## src/hdl/psf_pkg.sv

```systemverilog
// Point slab filter: shared widths, payload types and pipeline control struct.
// No dependencies; imported by every other file of the block.
package psf_pkg;

  localparam int COORD_W     = 32;
  localparam int COMP_W      = 16;
  localparam int AXIS_W      = 3 * COMP_W;
  localparam int PROD_W      = COMP_W + COORD_W;
  localparam int DIST_W      = PROD_W + 3;
  localparam int QSHIFT      = 14;
  localparam int TOL_W       = 31;
  localparam int NUM_W       = 20;
  localparam int IN_TDATA_W  = 3 * COORD_W;
  localparam int OUT_TDATA_W = ((3 * COORD_W + NUM_W + 7) / 8) * 8;

  typedef logic signed [COORD_W-1:0] coord_t;
  typedef logic signed [DIST_W-1:0]  dist_t;
  typedef logic        [NUM_W-1:0]   num_t;

  typedef struct packed {
    logic ld_prod;
    logic ld_sum;
  } ctl_t;

endpackage

```

## src/hdl/psf_dot.sv

```systemverilog
// Point slab filter: one axis dot product, products then sum, two register stages.
// Depends on psf_pkg.
module psf_dot (
  input  logic                        clk,
  input  psf_pkg::ctl_t               ctl,
  input  logic [psf_pkg::AXIS_W-1:0]  axis,
  input  psf_pkg::coord_t             offset,
  input  psf_pkg::coord_t             pt_x,
  input  psf_pkg::coord_t             pt_y,
  input  psf_pkg::coord_t             pt_z,
  output psf_pkg::dist_t              dist_out
);
  import psf_pkg::*;

  logic signed [COMP_W-1:0] comp_x, comp_y, comp_z;
  logic signed [PROD_W-1:0] prod_x_nxt, prod_y_nxt, prod_z_nxt;
  logic signed [PROD_W-1:0] prod_x_r, prod_y_r, prod_z_r;
  dist_t                    dist_nxt, dist_r;

  assign comp_x = axis[COMP_W-1:0];
  assign comp_y = axis[2*COMP_W-1:COMP_W];
  assign comp_z = axis[3*COMP_W-1:2*COMP_W];

  always_comb begin
    prod_x_nxt = comp_x * pt_x;
    prod_y_nxt = comp_y * pt_y;
    prod_z_nxt = comp_z * pt_z;
  end

  always_ff @(posedge clk) begin
    if (ctl.ld_prod) begin
      prod_x_r <= prod_x_nxt;
      prod_y_r <= prod_y_nxt;
      prod_z_r <= prod_z_nxt;
    end
  end

  // offset is Q16.16, products are Q.30
  assign dist_nxt = DIST_W'(prod_x_r) + DIST_W'(prod_y_r) + DIST_W'(prod_z_r)
                    - (DIST_W'(offset) <<< QSHIFT);

  always_ff @(posedge clk) begin
    if (ctl.ld_sum) begin
      dist_r <= dist_nxt;
    end
  end

  assign dist_out = dist_r;

endmodule

```

## config.mk

```make
export PLATFORM = sky130hd
export DESIGN_NAME = psf_dot
export DESIGN_NICKNAME = d
export VERILOG_FILES = /design/src/hdl/psf_pkg.sv /design/src/hdl/psf_dot.sv
export SDC_FILE = /design/constraint.sdc
export NUM_CORES = 2
export LEC_CHECK = 0
export BUFFER_PORTS_ARGS = -buffer_cell sky130_fd_sc_hd__buf_4
export CAP_MARGIN = 0
export CORE_MARGIN = 1
export CORE_UTILIZATION = 65
export CTS_CLUSTER_SIZE = 10
export DETAILED_ROUTE_END_ITERATION = 16
export PLACE_DENSITY = 0.85
export SETUP_SLACK_MARGIN = 0.05
export SLEW_MARGIN = 20
export SYNTH_ARGS = -nofsm -noshare
export SYNTH_HDL_FRONTEND = slang
export SYNTH_SLANG_ARGS = --single-unit
```

## constraint.sdc

```tcl
create_clock -name clk -period 14.5 [get_ports clk]
set_clock_uncertainty 0.05 [all_clocks]
set_input_delay 1.45 -clock clk [delete_from_list [all_inputs] [get_ports clk]]
set_output_delay 1.45 -clock clk [all_outputs]
set_load 0.01 [all_outputs]
```

==> impl_metrics.yaml <==
yosys:
  synth_cell_types: 70
  yosysWarnings: 0
  async_reset_ff_share_pct: 0
  synth_top_area_share_pct: 48.32
  synthFlopType: "edfxtp_1"
  yosys_register_bits: 195
  syn_nets: 8976
  synth_cells: 6851
  synth.area.top_cells: "fa_1 48%, inv_1 11%, edfxtp_1 9.2%, ha_1 7.9%, and2_1 6.1%"
  netlist_area_mm2: 0.06385
  synth_top_area_cell: "fa_1"
  yosysSeqAreaShare_pct: 9.171
  synth_edf_count: 195
  syn_area_per_cell_um2: 9.319
global_route:
  grt_overflow: 0
  grt_pass1_wl_um: 257900
  first_global_vias: 50790
  antenna_found_initial: 9
  grt_use_total_pct: 33.25
  grt_max_degree: 74
detailed_routing:
  drt_pass1_iterations: 14
  vias: 46610
  drtIter0Drc: 4550
  drc: 36
  routed_wl_um: 156500
  vias_per_cell: 5.731
  drtAntennaViolNets: 0
  wl_per_cell_um: 19.25
clock_network:
  clk_pin_slew_ns: 0.07
  cts_buffers: 17
  clk_path_buf_depth: 2
  cts_setup_buffers: 0
  cts_tree: "done"
  cts_max_level: 4
  postCtsHoldBufs: 0
  clock_sinks: 195
  root_buffer: "clkbuf_16"
  cts-resized-gates: 0
  clk_latency_ns: 0.45
setup_path:
  arrival_ns: 8.26
  criticalPathCategory: "in -> reg"
  cp-end-kind: "register"
  worstPathRequired_ns: 14.64
  start_kind: "primary input"
  r2r_slack_ns: 9.51
  crit_fanout: 25
floorplan:
  ios: 230
  initial_core_util_pct: 65.83
  coreArea_mm2: 0.09699
  die_w_um: 315.4
  dieArea_mm2: 0.09948
  num_rows: 114
  dieHeight_um: 315.4
layout:
  fin_nets: 8968
  layout-area-overhead-vs-synth_pct: 4.552
  drive_gt1_share_pct: 4.187
timing:
  slew-limit-headroom_pct: 34.52
  rsz0062_at_grt: "no"
  max_freq_mhz: 123.1
  setup_tns_ns: 0
  setup_violations: 0
  tightest_slew_ns: 0.9812
  hold_viol_final: 0
  drv_slew: 0
  timing.final.crit_share_pct: 56.00
  finalCriticalPeriod_ns: 8.120
run_status:
  status: "complete, but fails checks"
  violations: "design-rule violations"
placed_design:
  portBuffers: 229
  globalplace.congestion: 0.9362
  hpwl_um: 130000
flow_run:
  maxCapViolCount: 0
min_path:
  min_path_type: "reg -> reg"
==> area by class of cell <==
class,instances,area [um2]
inverter,1870,7019
antenna,2,5.005
clock buffer,17,425.4
timing repair buffer,230,1730
clock inverter,14,113.9
tap,1276,1597
multi-input combinational,4529,50010
fill,7055,30240
sequential,195,5856
==> sequential cells by signal (all words and copies together), names as in the netlist <==
signal,flops
dist_out,51
prod_x_r,48
prod_y_r,48
prod_z_r,48
==> cells in the final DEF, fill, tap and decap left out, types with 15 or more instances in the layout <==
master | synthesis | final
buf_4 | 0 | 229
edfxtp_1 | 195 | 195
nor3_1 | 16 | 16
and3_1 | 19 | 19
xor2_1 | 56 | 56
xnor2_1 | 140 | 140
a21o_1 | 84 | 84
a211oi_1 | 15 | 15
nor2b_1 | 24 | 24
nand3_1 | 34 | 34
o21ai_0 | 74 | 74
fa_1 | 1541 | 1541
o21a_1 | 28 | 28
nand2b_1 | 42 | 42
nand4_1 | 16 | 16
inv_1 | 1868 | 1868
nand2_1 | 921 | 921
ha_1 | 405 | 405
clkbuf_16 | 0 | 17
o21bai_1 | 25 | 25
and2_1 | 620 | 620
nor2_1 | 156 | 156
a21oi_1 | 176 | 176
==> cell families (layout without fill, tap and decap cells) <==
group | after synthesis | in the layout | share of synthesized area (%)
buf+inv | 2127 | 2131 | 12.50
fa+ha+maj | 1946 | 1946 | 56.26
simple gates | 1869 | 1869 | 14.02
compound gates | 518 | 518 | 5.356
xor+xnor | 196 | 196 | 2.689
flops | 195 | 195 | 9.171
other cells | 0 | 2 | 0
==> worst max-delay path, stage by stage <==
cell,delay [ns]
buf_4,0.18
inv_1,0.72
nor2_1,0.13
fa_1,0.56
fa_1,0.44
fa_1,0.52
fa_1,0.43
fa_1,0.49
inv_1,0.05
fa_1,0.48
inv_1,0.05
ha_1,0.37
a21oi_1,0.21
o21ai_0,0.17
a21oi_1,0.32
o22ai_1,0.11
a311oi_1,0.37
o31ai_1,0.20
and4_1,0.27
a41oi_1,0.29
o21ai_0,0.11
a21oi_1,0.21
xnor2_1,0.11
==> Yosys cell counts (7+ instances only) <==
cell type,number
inv_1,1868
fa_1,1541
nand2_1,921
and2_1,620
ha_1,405
clkbuf_1,250
edfxtp_1,195
a21oi_1,176
nor2_1,156
xnor2_1,140
a21o_1,84
o21ai_0,74
xor2_1,56
nand2b_1,42
nand3_1,34
o21a_1,28
o21bai_1,25
nor2b_1,24
and3_1,19
nand4_1,16
nor3_1,16
a211oi_1,15
a31oi_1,13
o211ai_1,9
o31ai_1,9
a211o_1,7
a21boi_0,7
buf_1,7
==> path summary, 6_finish.rpt <==
| path | depth (start not counted) | start | endpoint |
|---|---|---|---|
| worst max-delay path | 23 | axis[15] | prod_x_r[47] |
| worst min-delay path | 3 | prod_y_r[0] | dist_out[0] |
| worst min register to register | 3 | prod_y_r[0] | dist_out[0] |
| worst max register to register | 16 | prod_x_r[15] | dist_out[40] |
==> layer usage <==
| metal | share of wire (%) | wire length [um] | vias up | GRT usage [%] |
|---|---|---|---|---|
| li1 | - | - | 19890 | - |
| met1 | 35 | 55410 | 23500 | 42.42 |
| met2 | 49 | 76020 | 2581 | 54.98 |
| met3 | 9.8 | 15370 | 626 | 5.647 |
| met4 | 6.2 | 9661 | 12 | 17.31 |
| met5 | 0.051 | 80 | - | 0 |
==> stage by stage <==
stage                     cell area [um2]  setup WS [ns]  util [%]  hold slack [ns]  cells
after global placement              66210          6.113     68.26           0.7163   8100
final                               66750          6.380     68.82           0.7306   8133
after CTS                           66750          6.471     68.82           0.7345   8131
after global routing                66750          6.076     68.82           0.7711   8132
after floorplan                     63850          6.827         -           0.6925   6851
after detailed placement            66210          6.007     68.26           0.7246   8100
Power is left out: the tool's default activity adds up to more than one toggle a clock period on the data nets, which glitch-free logic cannot reach.
