## src/hdl/psf_pkg.sv

```systemverilog
// Point slab filter: shared widths, payload types and pipeline control struct.
// No dependencies; imported by every other file of the block.
package psf_pkg;

  localparam int COORD_W     = 32;
  localparam int COMP_W      = 16;
  localparam int AXIS_W      = 3 * COMP_W;
  localparam int PROD_W      = COMP_W + COORD_W;
  localparam int DIST_W      = PROD_W + 3;
  localparam int QSHIFT      = 14;
  localparam int TOL_W       = 31;
  localparam int NUM_W       = 20;
  localparam int IN_TDATA_W  = 3 * COORD_W;
  localparam int OUT_TDATA_W = ((3 * COORD_W + NUM_W + 7) / 8) * 8;

  typedef logic signed [COORD_W-1:0] coord_t;
  typedef logic signed [DIST_W-1:0]  dist_t;
  typedef logic        [NUM_W-1:0]   num_t;

  typedef struct packed {
    logic ld_prod;
    logic ld_sum;
  } ctl_t;

endpackage

```

## src/hdl/psf_slice.sv

```systemverilog
// Point slab filter: tolerance test, u/v rounding and saturation, result register.
// Depends on psf_pkg.
module psf_slice (
  input  logic                            clk,
  input  logic                            rst_n,
  input  logic                            ld,
  input  logic                            valid_in,
  input  psf_pkg::dist_t                  dist_z,
  input  psf_pkg::dist_t                  dist_u,
  input  psf_pkg::dist_t                  dist_v,
  input  psf_pkg::coord_t                 pt_x,
  input  psf_pkg::coord_t                 pt_y,
  input  psf_pkg::coord_t                 pt_z,
  input  logic                            last,
  input  psf_pkg::num_t                   num,
  input  logic                            mode,
  input  logic [psf_pkg::TOL_W-1:0]       tol,
  output logic                            out_tvalid,
  output logic                            out_tuser,  // kept
  output logic                            out_tlast,
  output logic [psf_pkg::OUT_TDATA_W-1:0] out_tdata   // out_a, out_b, out_c, point_number
);
  import psf_pkg::*;

  localparam int RND_W = DIST_W + 1;
  localparam int RES_W = RND_W - QSHIFT;
  localparam int PAD_W = OUT_TDATA_W - 3 * COORD_W - NUM_W;

  function automatic coord_t project(input dist_t q);
    logic signed [RND_W-1:0]       t;
    logic signed [RES_W-1:0]       r;
    logic [RES_W-COORD_W:0]        hi;
    coord_t                        res;
    t  = RND_W'(q) + RND_W'(1 <<< (QSHIFT - 1));
    r  = RES_W'(t >>> QSHIFT);
    hi = r[RES_W-1:COORD_W-1];
    if (hi == '0 || hi == '1) begin
      res = r[COORD_W-1:0];
    end else if (r[RES_W-1]) begin
      res = {1'b1, {(COORD_W-1){1'b0}}};
    end else begin
      res = {1'b0, {(COORD_W-1){1'b1}}};
    end
    return res;
  endfunction

  logic [DIST_W-1:0] mag, lim;
  logic              keep;
  coord_t            a_nxt, b_nxt, c_nxt;
  coord_t            a_r, b_r, c_r;
  num_t              num_r;
  logic              kept_r, last_r, valid_r;

  assign mag  = dist_z[DIST_W-1] ? DIST_W'(-dist_z) : DIST_W'(dist_z);
  assign lim  = DIST_W'({tol, {QSHIFT{1'b0}}});
  assign keep = (mag <= lim);

  always_comb begin
    a_nxt = '0;
    b_nxt = '0;
    c_nxt = '0;
    if (keep) begin
      if (mode) begin
        a_nxt = project(dist_u);
        b_nxt = project(dist_v);
      end else begin
        a_nxt = pt_x;
        b_nxt = pt_y;
        c_nxt = pt_z;
      end
    end
  end

  always_ff @(posedge clk) begin
    if (!rst_n) begin
      valid_r <= 1'b0;
    end else if (ld) begin
      valid_r <= valid_in;
    end
  end

  always_ff @(posedge clk) begin
    if (ld && valid_in) begin
      a_r    <= a_nxt;
      b_r    <= b_nxt;
      c_r    <= c_nxt;
      num_r  <= num;
      kept_r <= keep;
      last_r <= last;
    end
  end

  assign out_tvalid = valid_r;
  assign out_tuser  = kept_r;
  assign out_tlast  = last_r;
  assign out_tdata  = {{PAD_W{1'b0}}, num_r, c_r, b_r, a_r};

endmodule

```

## config.mk

```make
export PLATFORM = sky130hd
export DESIGN_NAME = psf_slice
export DESIGN_NICKNAME = d
export VERILOG_FILES = /design/src/hdl/psf_pkg.sv /design/src/hdl/psf_slice.sv
export SDC_FILE = /design/constraint.sdc
export NUM_CORES = 1
export LEC_CHECK = 0
export ABC_AREA = 1
export BUFFER_PORTS_ARGS = -buffer_cell sky130_fd_sc_hd__buf_2
export CAP_MARGIN = 40
export CORE_AREA = 2 2 166 168
export CTS_CLUSTER_DIAMETER = 30
export DETAILED_ROUTE_END_ITERATION = 10
export DIE_AREA = 0 0 168 170
export MAX_ROUTING_LAYER = met4
export PLACE_DENSITY = 0.68
export SLEW_MARGIN = 20
export SYNTH_ARGS = -nofsm -noshare
export SYNTH_HDL_FRONTEND = slang
export SYNTH_SLANG_ARGS = --single-unit
```

## constraint.sdc

```tcl
create_clock -name clk -period 2.5 [get_ports clk]
set_input_delay 0 -clock clk [delete_from_list [all_inputs] [get_ports clk]]
set_output_delay 0 -clock clk [all_outputs]
set_load 0.05 [all_outputs]
```

==> impl_metrics.py <==
metrics = {
    "die": {
        "fp-row-count": 60,
        "die_h_um": 170,
        "dieWidth_um": 168,
        "io_pins": 429,
        "start_util": 0.375,
        "die_area_um2": 28600,
        "core_area_um2": 26700,
    },
    "global_routing": {
        "grt_pass1_vias": 11300,
        "grt_use_total": 0.263,
        "grtUsageMet3": 0.0412,
        "grt_max_degree": 51,
        "globalRouteOverflowTotal": 0,
        "grt_pass1_wl_um": 57600,
        "busiest_layer": "met2",
        "antenna_found_initial": 7,
        "grtUsageMet1": 0.296,
        "grt_use_met2": 0.470,
    },
    "power": {
        "power_frac_seq": 0.330,
        "total_leakage_power_nw": 6.98,
        "p_comb_frac": 0.301,
        "p_per_area_nw_per_um2": 460,
        "p_int_mw": 4.65,
        "clkPwrFrac": 0.369,
        "p_sw_frac": 0.343,
        "ir_drop_uv": 396,
        "p_sw_mw": 2.43,
        "total_power_mw": 7.09,
    },
    "synthesis": {
        "synth_xor_area_frac": 0.0798,
        "seq_area_frac_synth": 0.357,
        "yosys.area_share.simple": 0.379,
        "synth_compound_area_frac": 0.0585,
        "synthCells": 1383,
        "synth_area_um2": 9990,
        "synth-seq-cells": 119,
        "yosys-mux-area-fraction": 0,
        "synth_fa_ha_area_frac": 0.0413,
        "synth.avg_cell_area_um2": 7.22,
        "synth.area.top_cells": "edfxtp_1 35%, nand2_1 11%, nor2_1 9.4%",
        "synth_top_area_share": 0.355,
        "yosys_warnings": 0,
        "synth.largest_area_cell": "edfxtp_1",
        "ys_types": 40,
        "synth_top_family_by_area": "simple AND/OR/NAND/NOR gates",
    },
    "sta": {
        "finalHoldViolCount": 0,
        "clock.fmax_mhz": 347,
        "slew_headroom": 0.577,
        "fin_crit_ns": 2.88,
        "setup_ws_ns": -0.378,
        "fin_skew_ns": 0,
        "drv_slew": 0,
        "setup_viol": 97,
        "tns_ns": -27.90,
        "hold_slack_ns": 0.0144,
        "tightest_slew_ns": 0.633,
        "rsz0062_at_grt": "yes",
        "period_share": 1.15,
    },
    "worst_setup_path": {
        "cp-endpoint": "c_r[10]",
        "crit_fanout": 8,
        "required_ns": 2.77,
        "startpoint_type": "input pin",
        "cp-startpoint": "dist_z[14]",
        "path_class": "in -> reg",
        "rr_endpoint": "out_tvalid",
        "end_kind": "flip-flop",
        "crit_arrival_ns": 3.15,
        "r2r_start": "out_tvalid",
        "r2r_slack_ns": 1.32,
        "ff2ff_path_depth": 3,
    },
    "placed_design": {
        "dp.cells": 2214,
        "place_congestion": 1.06,
        "placed_cell_area_um2": 13300,
        "dp_hpwl_um": 29300,
        "io_buffers": 398,
    },
    "clock_network": {
        "cts_buffers": 17,
        "htreeDepth": 4,
        "ctsRootBufferMaster": "clkbuf_16",
        "path_clk_slew_ns": 0.07,
        "clk_path_buf_depth": 2,
        "tritoncts": "done",
        "clkSinkCount": 119,
        "clock_latency_ns": 0.41,
    },
    "final_layout": {
        "area_delta_synth_final_pct": 54.3,
        "finish.instance_area_um2": 15400,
        "drive_gt1_frac": 0.395,
        "nNetsFinal": 2313,
        "stdcell_count": 2337,
        "layout_common_cells": "390 x buf_2, 267 x nand2_1, 221 x nor2_1",
        "final_common_cell": "buf_2",
    },
    "run_status": {
        "violations": "negative setup slack",
        "status": "complete, but fails checks",
    },
    "drt": {
        "wire_per_inst_um": 16.7,
        "vias": 11600,
        "drc": 0,
        "first_pass_iters": 6,
        "antenna_left": 0,
        "viasPerCell": 4.97,
        "dr.first_iter.drc_count": 966,
        "wirelength_um": 39100,
    },
    "job": {
        "drv_cap": 0,
    },
    "min_path": {
        "hp-class": "in -> reg",
    },
}
critical path, cell delays in order:
cell and delay, ns:
buf_2 0.11, buf_4 0.15, nor2_2 0.12, nand3_1 0.13, nor2_2 0.14, nand2_2 0.10, o21ai_1 0.27, xor2_1 0.13
ha_1 0.32, nand2_1 0.05, nor2_1 0.19, and2_4 0.18, nand4_1 0.10, nor2_1 0.13, nand2_1 0.07, nor2_1 0.12
nand3_2 0.16, nand2_8 0.15, nand3_4 0.17, clkbuf_16 0.25, nor2_4 0.10
how the worst min path moves through the flow:
stage               startpoint        end  slack (ns)  cells after the start
global route          pt_y[29]    b_r[29]        0.02                      4
finish                pt_y[22]    b_r[22]        0.01                      4
CTS                   pt_y[30]    b_r[30]       0.001                      4
global placement       num[18]  num_r[18]        0.18                      1
floorplan               num[0]   num_r[0]         0.1                      0
detailed placement     num[19]  num_r[19]        0.18                      1
synth_stat cells:
master / instances
and3_1: 2
o31ai_1: 3
nor3_1: 11
o21a_1: 1
xnor2_1: 37
o211ai_1: 1
and2_1: 1
nand3b_2: 1
nor2_1: 251
dfxtp_1: 1
nand4_1: 21
nand3_2: 1
inv_1: 148
nand3b_1: 6
buf_6: 8
nand2_1: 281
xor2_1: 54
a21boi_0: 1
or2_1: 1
clkbuf_1: 10
nand2_2: 6
nand3_4: 1
a31oi_1: 1
a21o_1: 1
a21oi_1: 81
o21ai_1: 1
edfxtp_1: 118
buf_4: 5
o21bai_1: 2
nand3_1: 130
nor3b_1: 1
o21ai_0: 20
ha_1: 33
or2_2: 64
nor2_2: 39
nor2_8: 1
conb_1: 1
buf_2: 24
nor4_1: 5
nor2_4: 9
stage by stage:
step / utilization / setup slack, ns
2_1_floorplan: - / -0.0137
3_3_place_gp: 0.501 / -0.819
3_5_place_dp: 0.501 / -0.887
4_1_cts: 0.563 / -0.200
5_1_grt: 0.578 / -0.490
6_report: 0.578 / -0.378
metal layers:
metal | routed length, µm | vias to the layer above
met5 | 0 | -
met4 | 1620 | 0
met3 | 2510 | 117
met2 | 19800 | 530
met1 | 15200 | 5295
li1 | - | 5670
cells by family (layout without fill, tap and decap cells):
family,count (synthesis),after routing
simple gates,832,832
buf+inv,195,796
fa+ha+maj,33,33
compound gates,112,112
flops,119,119
other cells,1,13
xor+xnor,91,91
power by group through the flow:
| stage | combinational [mW] | sequential [mW] | clock (mW) |
|---|---|---|---|
| CTS | 2.04 | 2.34 | 2.64 |
| global route | 2.28 | 2.35 | 2.72 |
| global placement | 1.80 | 2.38 | 0 |
| detailed placement | 1.83 | 2.38 | 0 |
| floorplan | 0.671 | 2.78 | 0 |
| finish | 2.13 | 2.34 | 2.61 |
layout make-up:
class                      count  area, µm²
fill                        2340      11200
multi-input combinational   1072       6110
timing repair buffer         616       4120
sequential                   119       3560
inverter                     148        559
tap                          341        427
clock buffer                  17        425
clock inverter                15        181
antenna                        9       22.5
state kept, by name (all words and copies together), names as in the netlist:
| register | count |
|---|---|
| a_r | 32 |
| b_r | 32 |
| c_r | 32 |
| num_r | 20 |
| out_tlast | 1 |
| out_tuser | 1 |
| out_tvalid | 1 |
what timing repair did:
| item | in CTS | in global routing |
|---|---|---|
| gates resized for setup | 69 | 65 |
| hold endpoints to repair | 61 | 0 |
| cloned | 4 | 4 |
| buffers inserted | 10 | 4 |
| pin swaps | 46 | 41 |
| hold buffers | 62 | 0 |
| endpoints found under the setup margin | 97 | 97 |
Power figures use the tool's default switching activity.
